### src/sv/annexb_pkg.sv
// annexb_pkg: shared types, codes and constants of the annex b splitter
// used by annexb_parser, annexb_out_seq and annexb_nal_unit_splitter
`timescale 1ns / 1ps

package annexb_pkg;

  // widths of the result fields
  localparam int KIND_W     = 2;
  localparam int BYTE_W     = 8;
  localparam int UTYPE_W    = 5;
  localparam int UNIT_OFF_W = 32;
  localparam int ERR_W      = 2;

  // default width of the running byte position
  localparam int OFFSET_BITS_DEF = 32;

  // at most this many results come out of one input beat
  localparam int MAX_RES = 4;
  localparam int CNT_W   = $clog2(MAX_RES + 1);
  localparam int IDX_W   = $clog2(MAX_RES);

  // result kinds
  localparam logic [KIND_W-1:0] KIND_PAYLOAD = 2'd0;
  localparam logic [KIND_W-1:0] KIND_RECORD  = 2'd1;
  localparam logic [KIND_W-1:0] KIND_ERROR   = 2'd2;

  // error codes
  localparam logic [ERR_W-1:0] ERR_NONE      = 2'd0;
  localparam logic [ERR_W-1:0] ERR_PRE_START = 2'd1;
  localparam logic [ERR_W-1:0] ERR_SVC_FLAG  = 2'd2;

  // special byte values and unit types
  localparam logic [BYTE_W-1:0]  BYTE_ZERO     = 8'h00;
  localparam logic [BYTE_W-1:0]  BYTE_SC       = 8'h01;
  localparam logic [BYTE_W-1:0]  BYTE_EPB      = 8'h03;
  localparam logic [UTYPE_W-1:0] TYPE_PREFIX   = 5'd14;
  localparam logic [UTYPE_W-1:0] TYPE_EXT_SLC  = 5'd20;
  localparam logic [UTYPE_W-1:0] TYPE_UNSPEC   = 5'd0;

  typedef struct packed {
    logic [KIND_W-1:0]     kind;
    logic [BYTE_W-1:0]     pbyte;
    logic [UTYPE_W-1:0]    utype;
    logic [UNIT_OFF_W-1:0] offset;
    logic [ERR_W-1:0]      err;
  } res_t;

  // all results of one input beat, in order, plus their count
  typedef struct packed {
    res_t [MAX_RES-1:0] ent;
    logic [CNT_W-1:0]   cnt;
  } bundle_t;

endpackage

### src/sv/annexb_nal_unit_splitter.sv
// annexb_nal_unit_splitter: h.264 annex b byte stream splitter, top level
// an accepted beat's results go to the bundle register, then one by one to the output register
// throughput: 1 byte per cycle while out_stall is low and each byte yields at most one result;
//   a byte with more results (up to 4) holds the input until the single output register
//   has drained the result bundle, one beat a cycle while out_stall is low
// reset: synchronous active-low rst_n clears parse state, position and both result stages
`timescale 1ns / 1ps

module annexb_nal_unit_splitter import annexb_pkg::*; #(
  parameter int OFFSET_BITS = OFFSET_BITS_DEF
) (
  input  logic                  clk,
  input  logic                  rst_n,
  // byte input channel
  input  logic                  in_valid,
  output logic                  in_stall,
  input  logic [BYTE_W-1:0]     in_stream_byte,
  input  logic                  in_end_of_stream,
  // result channel
  output logic                  out_valid,
  input  logic                  out_stall,
  output logic [KIND_W-1:0]     out_result_kind,
  output logic [BYTE_W-1:0]     out_payload_byte,
  output logic [UTYPE_W-1:0]    out_unit_type,
  output logic [UNIT_OFF_W-1:0] out_unit_offset,
  output logic [ERR_W-1:0]      out_error_code,
  output logic                  out_last_result
);

  logic    accept;
  logic    room;
  bundle_t bundle;

  // a beat enters whenever the bundle register has room for its results
  assign in_stall = !room;
  assign accept   = in_valid && room;

  // parse stage: state registers plus the per-byte search / header / unescape logic,
  // producing every result of the byte at once
  annexb_parser #(
    .OFFSET_BITS (OFFSET_BITS)
  ) u_parser (
    .clk           (clk),
    .rst_n         (rst_n),
    .accept        (accept),
    .stream_byte   (in_stream_byte),
    .end_of_stream (in_end_of_stream),
    .bundle        (bundle)
  );

  // result stage: bundle register, then the output register that faces the consumer
  annexb_out_seq u_out_seq (
    .clk              (clk),
    .rst_n            (rst_n),
    .load             (accept),
    .bundle           (bundle),
    .room             (room),
    .out_valid        (out_valid),
    .out_stall        (out_stall),
    .out_result_kind  (out_result_kind),
    .out_payload_byte (out_payload_byte),
    .out_unit_type    (out_unit_type),
    .out_unit_offset  (out_unit_offset),
    .out_error_code   (out_error_code),
    .out_last_result  (out_last_result)
  );

  // input only backs up when results are pending, so output turns valid next cycle
  a_stall_drains: assert property (@(posedge clk) disable iff (!rst_n)
    in_stall |=> out_valid)
    else $error("input stalled with no result on its way out");

  // records never carry the unspecified type
  a_record_type: assert property (@(posedge clk) disable iff (!rst_n)
    (out_valid && out_result_kind == KIND_RECORD) |-> out_unit_type != TYPE_UNSPEC)
    else $error("record beat with unit type zero");

  // error beats carry a code, other beats carry none
  a_error_code: assert property (@(posedge clk) disable iff (!rst_n)
    out_valid |-> ((out_result_kind == KIND_ERROR) == (out_error_code != ERR_NONE)))
    else $error("error code does not match result kind");

endmodule

### src/sv/annexb_parser.sv
// annexb_parser: start code search, header and escape handling for one byte a beat
// holds the parse state; builds the result bundle of each byte; uses annexb_pkg
`timescale 1ns / 1ps

module annexb_parser import annexb_pkg::*; #(
  parameter int OFFSET_BITS = OFFSET_BITS_DEF
) (
  input  logic              clk,
  input  logic              rst_n,
  input  logic              accept,
  input  logic [BYTE_W-1:0] stream_byte,
  input  logic              end_of_stream,
  output bundle_t           bundle
);

  localparam logic [2:0] PH_SEARCH  = 3'd0;
  localparam logic [2:0] PH_HEADER  = 3'd1;
  localparam logic [2:0] PH_EXT     = 3'd2;
  localparam logic [2:0] PH_PAYLOAD = 3'd3;

  logic [2:0]             phase_r, phase_nxt;
  logic [1:0]             held_r, held_nxt;
  logic [1:0]             left_r, left_nxt;
  logic [UTYPE_W-1:0]     type_r, type_nxt;
  logic [OFFSET_BITS-1:0] off_r, off_nxt;
  logic [OFFSET_BITS-1:0] pos_r, pos_nxt;

  logic [UNIT_OFF_W-1:0]  pos_w, off_w, rec_off;
  logic                   unit_open;
  logic [CNT_W-1:0]       n;
  bundle_t                bnd;

  function automatic res_t mk_res(logic [KIND_W-1:0] kind, logic [BYTE_W-1:0] pb,
                                  logic [UTYPE_W-1:0] ty, logic [UNIT_OFF_W-1:0] off,
                                  logic [ERR_W-1:0] err);
    res_t r;
    r.kind   = kind;
    r.pbyte  = pb;
    r.utype  = ty;
    r.offset = off;
    r.err    = err;
    return r;
  endfunction

  // record offsets carry the position, cut to its low bits or zero-extended to the field width
  generate
    if (OFFSET_BITS >= UNIT_OFF_W) begin : g_trunc
      assign pos_w = pos_r[UNIT_OFF_W-1:0];
      assign off_w = off_r[UNIT_OFF_W-1:0];
    end else begin : g_ext
      assign pos_w = {{(UNIT_OFF_W-OFFSET_BITS){1'b0}}, pos_r};
      assign off_w = {{(UNIT_OFF_W-OFFSET_BITS){1'b0}}, off_r};
    end
  endgenerate

  always_comb begin
    phase_nxt = phase_r;
    held_nxt  = held_r;
    left_nxt  = left_r;
    type_nxt  = type_r;
    off_nxt   = off_r;
    pos_nxt   = pos_r + OFFSET_BITS'(1);
    rec_off   = off_w;
    unit_open = 1'b0;
    n         = '0;
    bnd       = '0;

    case (phase_r)
      PH_SEARCH: begin
        if (stream_byte == BYTE_ZERO) begin
          if (held_r < 2'd2) held_nxt = held_r + 2'd1;
        end else if (stream_byte == BYTE_SC && held_r >= 2'd2) begin
          held_nxt  = 2'd0;
          phase_nxt = PH_HEADER;
        end else begin
          held_nxt = 2'd0;
          bnd.ent[n[IDX_W-1:0]] = mk_res(KIND_ERROR, '0, '0, '0, ERR_PRE_START);
          n = n + CNT_W'(1);
        end
      end
      PH_HEADER: begin
        type_nxt  = stream_byte[UTYPE_W-1:0];
        off_nxt   = pos_r;
        rec_off   = pos_w;
        held_nxt  = 2'd0;
        unit_open = 1'b1;
        if (type_nxt == TYPE_PREFIX || type_nxt == TYPE_EXT_SLC) begin
          phase_nxt = PH_EXT;
          left_nxt  = 2'd3;
        end else begin
          phase_nxt = PH_PAYLOAD;
        end
      end
      PH_EXT: begin
        unit_open = 1'b1;
        if (left_r == 2'd3 && !stream_byte[BYTE_W-1]) begin
          bnd.ent[n[IDX_W-1:0]] = mk_res(KIND_ERROR, '0, '0, '0, ERR_SVC_FLAG);
          n = n + CNT_W'(1);
        end
        if (left_r != 2'd0) left_nxt = left_r - 2'd1;
        if (left_nxt == 2'd0) phase_nxt = PH_PAYLOAD;
      end
      default: begin
        phase_nxt = PH_PAYLOAD;
        unit_open = 1'b1;
        if (stream_byte == BYTE_ZERO && held_r < 2'd2) begin
          held_nxt = held_r + 2'd1;
        end else if (held_r >= 2'd2 && stream_byte == BYTE_ZERO) begin
          // third zero: trailing zeros, unit closes
          if (type_r != TYPE_UNSPEC) begin
            bnd.ent[n[IDX_W-1:0]] = mk_res(KIND_RECORD, '0, type_r, off_w, ERR_NONE);
            n = n + CNT_W'(1);
          end
          held_nxt  = 2'd2;
          phase_nxt = PH_SEARCH;
          unit_open = 1'b0;
        end else if (held_r >= 2'd2 && stream_byte == BYTE_SC) begin
          if (type_r != TYPE_UNSPEC) begin
            bnd.ent[n[IDX_W-1:0]] = mk_res(KIND_RECORD, '0, type_r, off_w, ERR_NONE);
            n = n + CNT_W'(1);
          end
          held_nxt  = 2'd0;
          phase_nxt = PH_HEADER;
          unit_open = 1'b0;
        end else if (held_r >= 2'd2 && stream_byte == BYTE_EPB) begin
          // emulation prevention: keep the zeros, drop the 03
          for (int i = 0; i < 2; i++) begin
            bnd.ent[n[IDX_W-1:0]] = mk_res(KIND_PAYLOAD, '0, '0, '0, ERR_NONE);
            n = n + CNT_W'(1);
          end
          held_nxt = 2'd0;
        end else begin
          for (int i = 0; i < 2; i++) begin
            if (2'(i) < held_r) begin
              bnd.ent[n[IDX_W-1:0]] = mk_res(KIND_PAYLOAD, '0, '0, '0, ERR_NONE);
              n = n + CNT_W'(1);
            end
          end
          held_nxt = 2'd0;
          bnd.ent[n[IDX_W-1:0]] = mk_res(KIND_PAYLOAD, stream_byte, '0, '0, ERR_NONE);
          n = n + CNT_W'(1);
        end
      end
    endcase

    if (end_of_stream) begin
      // flush held zeros and the open unit's record, then back to reset
      if (unit_open) begin
        for (int i = 0; i < 2; i++) begin
          if (2'(i) < held_nxt) begin
            bnd.ent[n[IDX_W-1:0]] = mk_res(KIND_PAYLOAD, '0, '0, '0, ERR_NONE);
            n = n + CNT_W'(1);
          end
        end
        if (type_nxt != TYPE_UNSPEC) begin
          bnd.ent[n[IDX_W-1:0]] = mk_res(KIND_RECORD, '0, type_nxt, rec_off, ERR_NONE);
          n = n + CNT_W'(1);
        end
      end
      phase_nxt = PH_SEARCH;
      held_nxt  = 2'd0;
      left_nxt  = 2'd0;
      type_nxt  = '0;
      off_nxt   = '0;
      pos_nxt   = '0;
    end

    bnd.cnt = n;
  end

  assign bundle = bnd;

  always_ff @(posedge clk) begin
    if (!rst_n) begin
      phase_r <= PH_SEARCH;
      held_r  <= 2'd0;
      left_r  <= 2'd0;
      type_r  <= '0;
      off_r   <= '0;
      pos_r   <= '0;
    end else if (accept) begin
      phase_r <= phase_nxt;
      held_r  <= held_nxt;
      left_r  <= left_nxt;
      type_r  <= type_nxt;
      off_r   <= off_nxt;
      pos_r   <= pos_nxt;
    end
  end

endmodule

### src/sv/annexb_out_seq.sv
// annexb_out_seq: result bundle register drained one beat a cycle, unless stalled, into the output register
// uses annexb_pkg types
`timescale 1ns / 1ps

module annexb_out_seq import annexb_pkg::*; (
  input  logic                  clk,
  input  logic                  rst_n,
  input  logic                  load,
  input  bundle_t               bundle,
  output logic                  room,
  output logic                  out_valid,
  input  logic                  out_stall,
  output logic [KIND_W-1:0]     out_result_kind,
  output logic [BYTE_W-1:0]     out_payload_byte,
  output logic [UTYPE_W-1:0]    out_unit_type,
  output logic [UNIT_OFF_W-1:0] out_unit_offset,
  output logic [ERR_W-1:0]      out_error_code,
  output logic                  out_last_result
);

  res_t [MAX_RES-1:0] ent_r;
  logic [CNT_W-1:0]   cnt_r;
  logic [IDX_W-1:0]   idx_r;
  logic               ov_r;
  res_t               ores_r;
  logic               olast_r;

  logic oreg_free, move;

  assign oreg_free = !ov_r || !out_stall;
  assign move      = (cnt_r != '0) && oreg_free;
  // bundle can take a new beat when empty or once its last result leaves this cycle
  assign room      = (cnt_r == '0) || (cnt_r == CNT_W'(1) && oreg_free);

  always_ff @(posedge clk) begin
    if (!rst_n) begin
      cnt_r <= '0;
      idx_r <= '0;
    end else if (load) begin
      cnt_r <= bundle.cnt;
      idx_r <= '0;
    end else if (move) begin
      cnt_r <= cnt_r - CNT_W'(1);
      idx_r <= idx_r + IDX_W'(1);
    end
  end

  always_ff @(posedge clk) begin
    if (load) ent_r <= bundle.ent;
  end

  always_ff @(posedge clk) begin
    if (!rst_n) begin
      ov_r <= 1'b0;
    end else if (move) begin
      ov_r <= 1'b1;
    end else if (!out_stall) begin
      ov_r <= 1'b0;
    end
  end

  always_ff @(posedge clk) begin
    if (move) begin
      ores_r  <= ent_r[idx_r];
      olast_r <= (cnt_r == CNT_W'(1));
    end
  end

  assign out_valid        = ov_r;
  assign out_result_kind  = ores_r.kind;
  assign out_payload_byte = ores_r.pbyte;
  assign out_unit_type    = ores_r.utype;
  assign out_unit_offset  = ores_r.offset;
  assign out_error_code   = ores_r.err;
  assign out_last_result  = olast_r;

endmodule
### config.mk
export PLATFORM = sky130hd
export DESIGN_NAME = annexb_nal_unit_splitter
export DESIGN_NICKNAME = d
export VERILOG_FILES = /design/src/sv/annexb_pkg.sv /design/src/sv/annexb_nal_unit_splitter.sv /design/src/sv/annexb_parser.sv /design/src/sv/annexb_out_seq.sv
export SDC_FILE = /design/constraint.sdc
export NUM_CORES = 1
export LEC_CHECK = 0
export BUFFER_PORTS_ARGS = -buffer_cell sky130_fd_sc_hd__buf_2
export CAP_MARGIN = 20
export CORE_ASPECT_RATIO = 0.7
export CORE_MARGIN = 2
export CORE_UTILIZATION = 49
export DETAILED_ROUTE_END_ITERATION = 8
export HOLD_SLACK_MARGIN = 0.05
export PLACE_DENSITY = 0.75
export SLEW_MARGIN = 30
export SYNTH_ARGS = -nofsm -noshare
export SYNTH_HDL_FRONTEND = slang
export SYNTH_HIERARCHICAL = 1
export SYNTH_SLANG_ARGS = --single-unit
export TNS_END_PERCENT = 10
### constraint.sdc
create_clock -name clk -period 17.15 [get_ports clk]
set_input_delay 0 -clock clk [delete_from_list [all_inputs] [get_ports clk]]
set_output_delay 0 -clock clk [all_outputs]
set_load 0.01 [all_outputs]
== Yosys cells after proc, flatten, opt, wreduce, memory -nomap -nowiden ==
Index checks and enable logic that the tools add are counted.
Cells by class
  bitwise gates (word level): 7
  $lt $le $gt $ge: 17
  add/subtract/negate cells: 10
  reduce and logical (&&, ||, !) cells: 35
  multiplexer cells: 110
  equal/unequal tests: 13
Operators with widths (number)
  $mux 196: 16
  $mux 49: 16
  $not 196->196: 3
  $demux 49 s2: 5
  $mux 147: 3
  $and 196x196->196: 2
  $bwmux 196: 2
  $and 49x196->196: 1
  $mux 98: 2
  $pmux 49 s3: 1
  $mux 3: 33
  $bmux 49 s2: 1
  $mux 32: 3
  $mux 48: 1
  $add 32x1->32 const B: 1
  $mux 2: 10
  $lt 2x3->1 const B: 6
  $pmux 3 s3: 2
  $add 3x1->3 const B: 5
  $logic_and 1x1->1: 13
  $ge 2x1->1 const B: 5
  $mux 1: 10
  $mux 5: 2
  $reduce_bool 5->1: 2
  other kinds (31): 47
Word-level totals
  bits in registers: 328
  logic and storage cells: 227

== Longest topological paths before layout ==
Gate-level depths: netlist of the first run.
  depth after elaboration: 37
  mapped depth: 22
  mapped depth without buffers: 22

== Cells and area by module ==
The synthesis of the first run kept the hierarchy.
By module, submodules not included
  annexb_out_seq: cells each 349, sequential area each 7507.2 µm², area each 8903.5 µm², times used 1
  annexb_parser: cells each 737, sequential area each 1501.4 µm², area each 5632.9 µm², times used 1
  annexb_nal_unit_splitter: cells each 2, sequential area each 0.0 µm², area each 10.0 µm², times used 1

== Worst setup path before layout of the first run ==
Ideal clock, no wire load.
  path type: register to register
  start point: register u_out_seq.cnt_r[0]
  end point: register u_parser.pos_r[29]
  required time: 17.022 ns
  buffers on the path: 0
  period minus slack after synthesis: 7.649 ns
  arrival time: 7.522 ns
  slack: 9.501 ns
  stages on the path, launching flop included: 12
  cells stage by stage: dfxtp_1 inv_1 ha_1 a21oi_1 nor2_1 and2_1 nand4_1 or2_2 nor4_2 nand3_1 xor2_1 nor2_1
Between the ends
  cells in the longest elaborated chain, start to end: 4
  elaborated cells between the ends (all ways): 5
  classes of those cells: eq/ne: 1; reduce/logical: 4
Ends and longest elaborated chain
  from (decl): line annexb_out_seq.sv:22  | logic [CNT_W-1:0] cnt_r;
  from (signal assigned): line annexb_out_seq.sv:40  | cnt_r <= bundle.cnt;
  from (signal assigned): line annexb_out_seq.sv:43  | cnt_r <= cnt_r - CNT_W'(1);
  $eq 3x1->1: line annexb_out_seq.sv:33  | assign room = (cnt_r == '0) || (cnt_r == CNT_W'(1) && oreg_free);
  $logic_and 1x1->1: line annexb_out_seq.sv:33
  $logic_or 1x1->1 *: line annexb_out_seq.sv:33
  via room: line annexb_nal_unit_splitter.sv:31  | logic room;
  $logic_and 1x1->1 *: line annexb_nal_unit_splitter.sv:36  | assign accept = in_valid && room;
  via accept: line annexb_nal_unit_splitter.sv:30  | logic accept;
  to (signal assigned): line annexb_parser.sv:187  | pos_r <= pos_nxt;
  to (decl): line annexb_parser.sv:26  | logic [OFFSET_BITS-1:0] pos_r, pos_nxt;
Mark *: on every way through the listed nets, which the timed path passes. The rest lies on a longest branch.
A chain may end at the register's enable or synchronous reset.

==> results.sh, run 1 <==
export IMPL_final_nets=1181
export IMPL_routed_wl_mm=30.0
export IMPL_power_switching_uw=660
export IMPL_hold_depth=2
export IMPL_max_vdd_ir_drop_mv=0.0983
export IMPL_grt_pass1_vias=8572
export IMPL_power_internal_uw=1780
export IMPL_coreArea_mm2=0.0291
export IMPL_fmax_mhz=189
export IMPL_skew_ns=0.0120
export IMPL_h_tree_depth=1
export IMPL_cts_tree="built"
export IMPL_rrSetupSlack_ns=11.85
export IMPL_synthesis_area_mm2=0.0145
export IMPL_clockPowerShare=0.304
export IMPL_final_cell_mix="edfxtp_1 (246), nor2_1 (162), dfxtp_1 (79)"
export IMPL_crit_required_ns=17.64
export IMPL_portBuffers=64
export IMPL_syn_mean_instance_area_um2=13.4
export IMPL_drc=0
export IMPL_vias=8903
export IMPL_final_max_slew_viol_count=0
export IMPL_endpoint_kind="flop"
export IMPL_antenna_found_initial=0
export IMPL_die_x_um=210
export IMPL_drt_iter0_drc=964
export IMPL_cts_resized=0
export IMPL_numCtsBuffers=31
export IMPL_n_fill_cell=2329
export IMPL_finalHoldViolations=0
export IMPL_ctsRootBufferMaster="clkbuf_16"
export IMPL_relSlewSlack=0.398
export IMPL_placed_area_mm2=0.0152
export IMPL_final_common_cell="edfxtp_1"
export IMPL_antenna_cells=0
export IMPL_arrival_ns=5.80
export IMPL_critical_path_max_fanout=38
export IMPL_vias_per_cell=5.75
export IMPL_setup_viol=0
export IMPL_timing_final_crit_share=0.309
export IMPL_ys_flop_type="edfxtp_1"
export IMPL_switching_share=0.270
export IMPL_worstReg2RegStart="u_parser/held_r[0]"
export IMPL_antenna_left=0
export IMPL_cts_num_sinks=327
export IMPL_synthCells=1088
export IMPL_holdCritPathClass="primary input to flop"
export IMPL_use_met1=0.303
export IMPL_reg2regPathDepth=22
export IMPL_clk_pin_slew_ns=0.07
export IMPL_fin_area_mm2=0.0164
export IMPL_worstSetupPathType="flop to flop"
export IMPL_final_util=0.564
export IMPL_die_h_um=148
export IMPL_grt_pass1_wl_mm=48.1
export IMPL_yosys_area_top_type="edfxtp_1"
export IMPL_cellPowerDensity_mw_per_mm2=149
export IMPL_synth_top_area_frac=0.508
export IMPL_tightest_slew_ns=0.903
export IMPL_r2r_end="u_out_seq/cnt_r[2]"
export IMPL_grt_usage=0.197
export IMPL_grt_max_degree=71
export IMPL_place_gp_congestion=0.907
export IMPL_cts_buffer_depth=3
export IMPL_cts_setup_buffers=0
export IMPL_gr_total_overflow=0
export IMPL_async_flop_share=0
export IMPL_wl_per_cell_um=19.4
export IMPL_power_leakage_uw=0.00544
export IMPL_holdCritStartpoint="in_valid"
export IMPL_place_ws_ns=11.98
export IMPL_seq_area_frac_synth=0.619
export IMPL_power_total_uw=2440
export IMPL_drive_gt1_frac=0.179
export IMPL_worstSkewPairLatency_ns=0.56
export IMPL_num_rows=52
export IMPL_hpwl_mm=18.8
export IMPL_crit_path_start_kind="flop"
export IMPL_postSynthRegisterBits=327
export IMPL_synth_distinct_cells=69
export IMPL_drt_pass1_iterations=5
export IMPL_yosysWarnings=6
export IMPL_fin_crit_ns=5.30
export IMPL_grt_util_met3=0.0315
export IMPL_maxCapViolCount=0
export IMPL_layout_setup_ws_ns=11.85
export IMPL_sequentialPowerShare=0.495
export IMPL_use_met2=0.298
export IMPL_ios=65
export IMPL_combPwrFrac=0.201
export IMPL_fin_tns_setup_ns=0
export IMPL_die_area_mm2=0.0311
export IMPL_syn_to_final_growth_pct=12.7
export IMPL_synth_area_leaders="edfxtp_1 (51%), dfxtp_1 (11%), mux4_2 (7.6%), nor2_1 (4.2%), mux2i_1 (2.8%)"
export IMPL_worst_hold_path_endpoint="u_out_seq/ent_r[50]"
export IMPL_initial_core_util=0.500
export IMPL_outcome="finished, final reports clean"
export IMPL_grt_busiest_layer="met1"
export IMPL_rsz0062_at_grt="no"
export IMPL_synth_edf_count=246
==> power by group through the flow <==
| stage | registers [uW] | logic [uW] | clock network (uW) |
|---|---|---|---|
| 2_1_floorplan | 1270 | 304 | 0 |
| 3_3_place_gp | 1220 | 481 | 0 |
| 3_5_place_dp | 1220 | 495 | 0 |
| 4_1_cts | 1210 | 501 | 757 |
| 5_1_grt | 1230 | 534 | 789 |
| 6_report | 1210 | 490 | 743 |
==> metrics by stage <==
stage | hold slack, ns | instances
detailed placement | 0.407 | 1479
CTS | 0.205 | 1548
global route | 0.246 | 1548
global placement | 0.411 | 1478
floorplan | 0.138 | 1096
finish | 0.193 | 1548
==> timing repair <==
action / in CTS / in global routing
endpoints found under the setup margin: 0 / 0
hold endpoints to repair: 42 / 0
hold buffers: 11 / 0
==> worst max path at each step <==
stage	start	end	slack [ns]	cells after the start
after global placement	u_parser/held_r[0]	u_out_seq/cnt_r[2]	12.17	22
after CTS	u_parser/phase_r[0]	u_out_seq/cnt_r[2]	11.95	21
after detailed placement	u_parser/held_r[0]	u_out_seq/cnt_r[2]	11.98	22
after floorplan	u_out_seq/cnt_r[0]	u_parser/pos_r[29]	9.50	11
after global routing	u_parser/held_r[0]	u_out_seq/cnt_r[2]	11.45	22
final	u_parser/held_r[0]	u_out_seq/cnt_r[2]	11.85	22
==> cell usage after synthesis (5+ instances only) <==
cell type  count
buf_1          7
xor2_1        22
nor3_1         9
mux2i_1       40
o31ai_1        5
o22ai_1       12
nand3_1       21
inv_1         31
dfxtp_1       81
edfxtp_1     246
nand4_1        6
nor2_1       163
mux4_2        49
xnor2_1       14
a21oi_1       11
ha_1          23
and2_1        30
and3_1        11
buf_4         17
buf_2         21
nand2_1       39
nor2b_1       39
a31oi_1        8
a22oi_1       31
clkbuf_1      28
a22o_1        32
o21ai_0       17
and2_2         5
==> registers in the layout, indices dropped and copies added, names as in the netlist <==
register / cells
u_out_seq/ent_r: 196
u_out_seq/out_unit_offset: 32
u_parser/off_r: 32
u_parser/pos_r: 32
u_out_seq/out_payload_byte: 8
u_out_seq/out_unit_type: 5
u_parser/type_r: 5
u_out_seq/cnt_r: 3
u_out_seq/idx_r: 2
u_out_seq/out_error_code: 2
u_out_seq/out_result_kind: 2
u_parser/held_r: 2
u_parser/left_r: 2
u_parser/phase_r: 2
u_out_seq/out_last_result: 1
u_out_seq/out_valid: 1
==> kinds of logic (layout without fill, tap and decap cells) <==
group	Yosys count	in the layout	share of synthesized area
and+or+nand+nor	359	359	0.124
DFF	327	327	0.619
xor gates and xnor gates	36	36	0.0217
muxes	89	89	0.103
AOI/OAI and AO/OA	147	147	0.0780
adders and majority gates	23	23	0.0198
buffers and inverters	106	180	0.0341
other	1	9	0.000258
==> layout make-up <==
class,count,area [um2],area share
Clock buffer,40,851,0.0519
Tap cell,378,473,0.0289
Timing Repair Buffer,90,563,0.0343
Inverter,32,120,0.00733
Multi-Input combinational cell,663,5110,0.312
Sequential cell,327,9010,0.550
Clock inverter,18,260,0.0159
==> worst max-delay path, cell delays in order, from the launching register on <==
cell and delay, ns:
dfxtp_1 0.43, inv_1 0.15, ha_1 0.27, nor3b_1 0.60, nor2_1 0.09, a211o_1 0.38
o2111ai_4 0.17, ha_1 0.32, nor2_1 0.12, nor2_1 0.08, ha_1 0.27, inv_1 0.03
mux2i_1 0.36, inv_1 0.13, ha_1 0.20, nand2_1 0.05, or3_1 0.09, buf_4 0.46
inv_1 0.20, nor2_1 0.43, or3_1 0.18, o21ai_0 0.06, a31oi_1 0.15
==> per-layer routing <==
layer | routed length (um) | share of wire | vias up
met2 | 13000 | 0.43 | 304
met4 | 539 | 0.018 | 0
li1 | - | - | 4128
met5 | 0 | 0 | -
met1 | 14200 | 0.47 | 4432
met3 | 2290 | 0.076 | 39
(Power assumes the default switching activity.)
==> run 2, diff against run 1 <==
PLACE_DENSITY = 0.77   (was 0.75)
clock period = 4.7 ns   (was 17.15 ns; I/O delays follow)
==> run 2 against run 1 <==
Non-clock buffer count is 8 higher. Critical path type unchanged. Sequential power grew to 3.7 times the previous value. Die area stayed put. Clock power grew to 3.3 times the previous value. Setup slack worse by 11 ns. Critical endpoint unchanged. Largest power group unchanged. Utilization is 0.12 points lower.
==> results.sh, run 2 (synthesis gave the netlist of run 1 again) <==
export IMPL_outcome="finished, final reports clean"
export IMPL_critical_path_max_fanout=7
export IMPL_cts_tree="built"
export IMPL_grt_pass1_wl_mm=48.8
export IMPL_crit_required_ns=5.15
export IMPL_place_inst=1483
export IMPL_ctsRootBufferMaster="clkbuf_16"
export IMPL_die_area_mm2=0.0311
export IMPL_vias_per_cell=5.81
export IMPL_drt_pass1_iterations=5
export IMPL_worstSetupPathType="flop to flop"
export IMPL_holdCritPathClass="primary input to flop"
export IMPL_die_x_um=210
export IMPL_fin_crit_ns=4.33
export IMPL_skew_ns=0.0145
export IMPL_fin_tns_setup_ns=0
export IMPL_fmax_mhz=231
export IMPL_largest_reg_flops=196
export IMPL_endpoint_kind="flop"
export IMPL_numCtsBuffers=31
export IMPL_finalHoldViolations=0
export IMPL_final_cells=1555
export IMPL_rrSetupSlack_ns=0.37
export IMPL_final_nets=1189
export IMPL_clk_pin_slew_ns=0.07
export IMPL_ios=65
export IMPL_final_common_cell="edfxtp_1"
export IMPL_grt_pass1_vias=8633
export IMPL_max_vdd_ir_drop_mv=0.402
export IMPL_maxCapViolCount=0
export IMPL_setup_viol=0
export IMPL_relSlewSlack=0.386
export IMPL_power_leakage_uw=0.00543
export IMPL_hold_depth=5
export IMPL_num_rows=52
export IMPL_drive_gt1_frac=0.185
export IMPL_syn_to_final_growth_pct=12.5
export IMPL_worstSkewPairLatency_ns=0.57
export IMPL_grt_max_degree=158
export IMPL_drt_iter0_drc=725
export IMPL_wl_per_cell_um=20.1
export IMPL_final_util=0.562
export IMPL_gr_total_overflow=0
export IMPL_antenna_found_initial=0
export IMPL_h_tree_depth=1
export IMPL_drc=0
export IMPL_final_max_slew_viol_count=0
export IMPL_rsz0062_at_grt="no"
export IMPL_antenna_left=0
export IMPL_n_fill_cell=2344
export IMPL_hpwl_mm=18.7
export IMPL_cts_buffer_depth=3
export IMPL_vias=9038
export IMPL_initial_core_util=0.500
export IMPL_routed_wl_mm=31.2
export IMPL_cellPowerDensity_mw_per_mm2=528
export IMPL_final_cell_mix="edfxtp_1 (246), nor2_1 (161), dfxtp_1 (78)"
export IMPL_antenna_cells=0
export IMPL_place_gp_congestion=0.839
export IMPL_crit_path_start_kind="flop"
export IMPL_arrival_ns=4.78
export IMPL_timing_final_crit_share=0.922
export IMPL_cts_num_sinks=327
export IMPL_coreArea_mm2=0.0291
export IMPL_grt_usage=0.201
export IMPL_portBuffers=64
export IMPL_die_h_um=148
export IMPL_regMostFlops="u_out_seq/ent_r"
export IMPL_reg2regPathDepth=21
export IMPL_tightest_slew_ns=0.921
[run 2: worst max-delay path, stage by stage, from the launching register on]
cell,delay (ns)
dfxtp_2,0.38
inv_1,0.12
ha_1,0.28
a21o_1,0.22
and3_1,0.21
a31oi_1,0.25
o2111ai_4,0.19
ha_1,0.35
nor2_1,0.14
nor2_2,0.06
ha_1,0.27
inv_1,0.06
mux2i_1,0.15
inv_1,0.12
ha_1,0.15
nand2_1,0.04
or3_1,0.34
inv_1,0.15
nor2_1,0.14
or3_1,0.39
o21ai_0,0.16
a31oi_1,0.05
[run 2: final cells by class]
cell class	instances	area [um2]	share of cell area
clock buffers	41	845	0.0516
multi-input cells	663	5120	0.313
flip-flops and latches	327	9010	0.551
well taps	378	473	0.0289
repair buffers	98	648	0.0396
clock inverters	16	138	0.00841
inverters	32	120	0.00734
[run 2: stage by stage]
step / hold WS [ns] / total power (uW) / worst slack [ns] / cell area (um2)
after global placement: 0.410 / 6210 / 0.363 / 15200
after global routing: 0.160 / 9020 / 0.0527 / 16400
after CTS: 0.0756 / 8730 / 0.195 / 16300
final: 0.103 / 8640 / 0.365 / 16400
after floorplan: 0.138 / 5620 / 0.607 / 14600
after detailed placement: 0.408 / 6270 / 0.214 / 15200
[run 2: power by group]
| part | leakage (uW) | switching, uW | internal, uW |
|---|---|---|---|
| clock network | 0.000475 | 1060 | 1370 |
| registers | 0.00306 | 298 | 4160 |
| logic | 0.00190 | 1060 | 682 |
[run 2: path summary, 6_finish.rpt]
path                           start                 end
setup reg to reg  u_parser/held_r[0]  u_out_seq/cnt_r[2]
setup / recovery  u_parser/held_r[0]  u_out_seq/cnt_r[2]
hold / removal              in_valid   u_parser/pos_r[3]
hold reg to reg    u_parser/off_r[2]   u_parser/off_r[2]
[run 2: timing repair]
action | in CTS | in global routing
buffers inserted | 0 | 2
resized for setup | 0 | 3
endpoints found under the hold margin | 41 | 12
endpoints found under the setup margin | 0 | 28
hold buffers | 10 | 1
[run 2: metal layers]
layer,GRT usage,up-vias,part of all wire
li1,-,4146,-
met2,0.299,303,0.44
met5,0,-,0
met3,0.0300,38,0.065
met1,0.312,4551,0.48
met4,0.0450,0,0.015
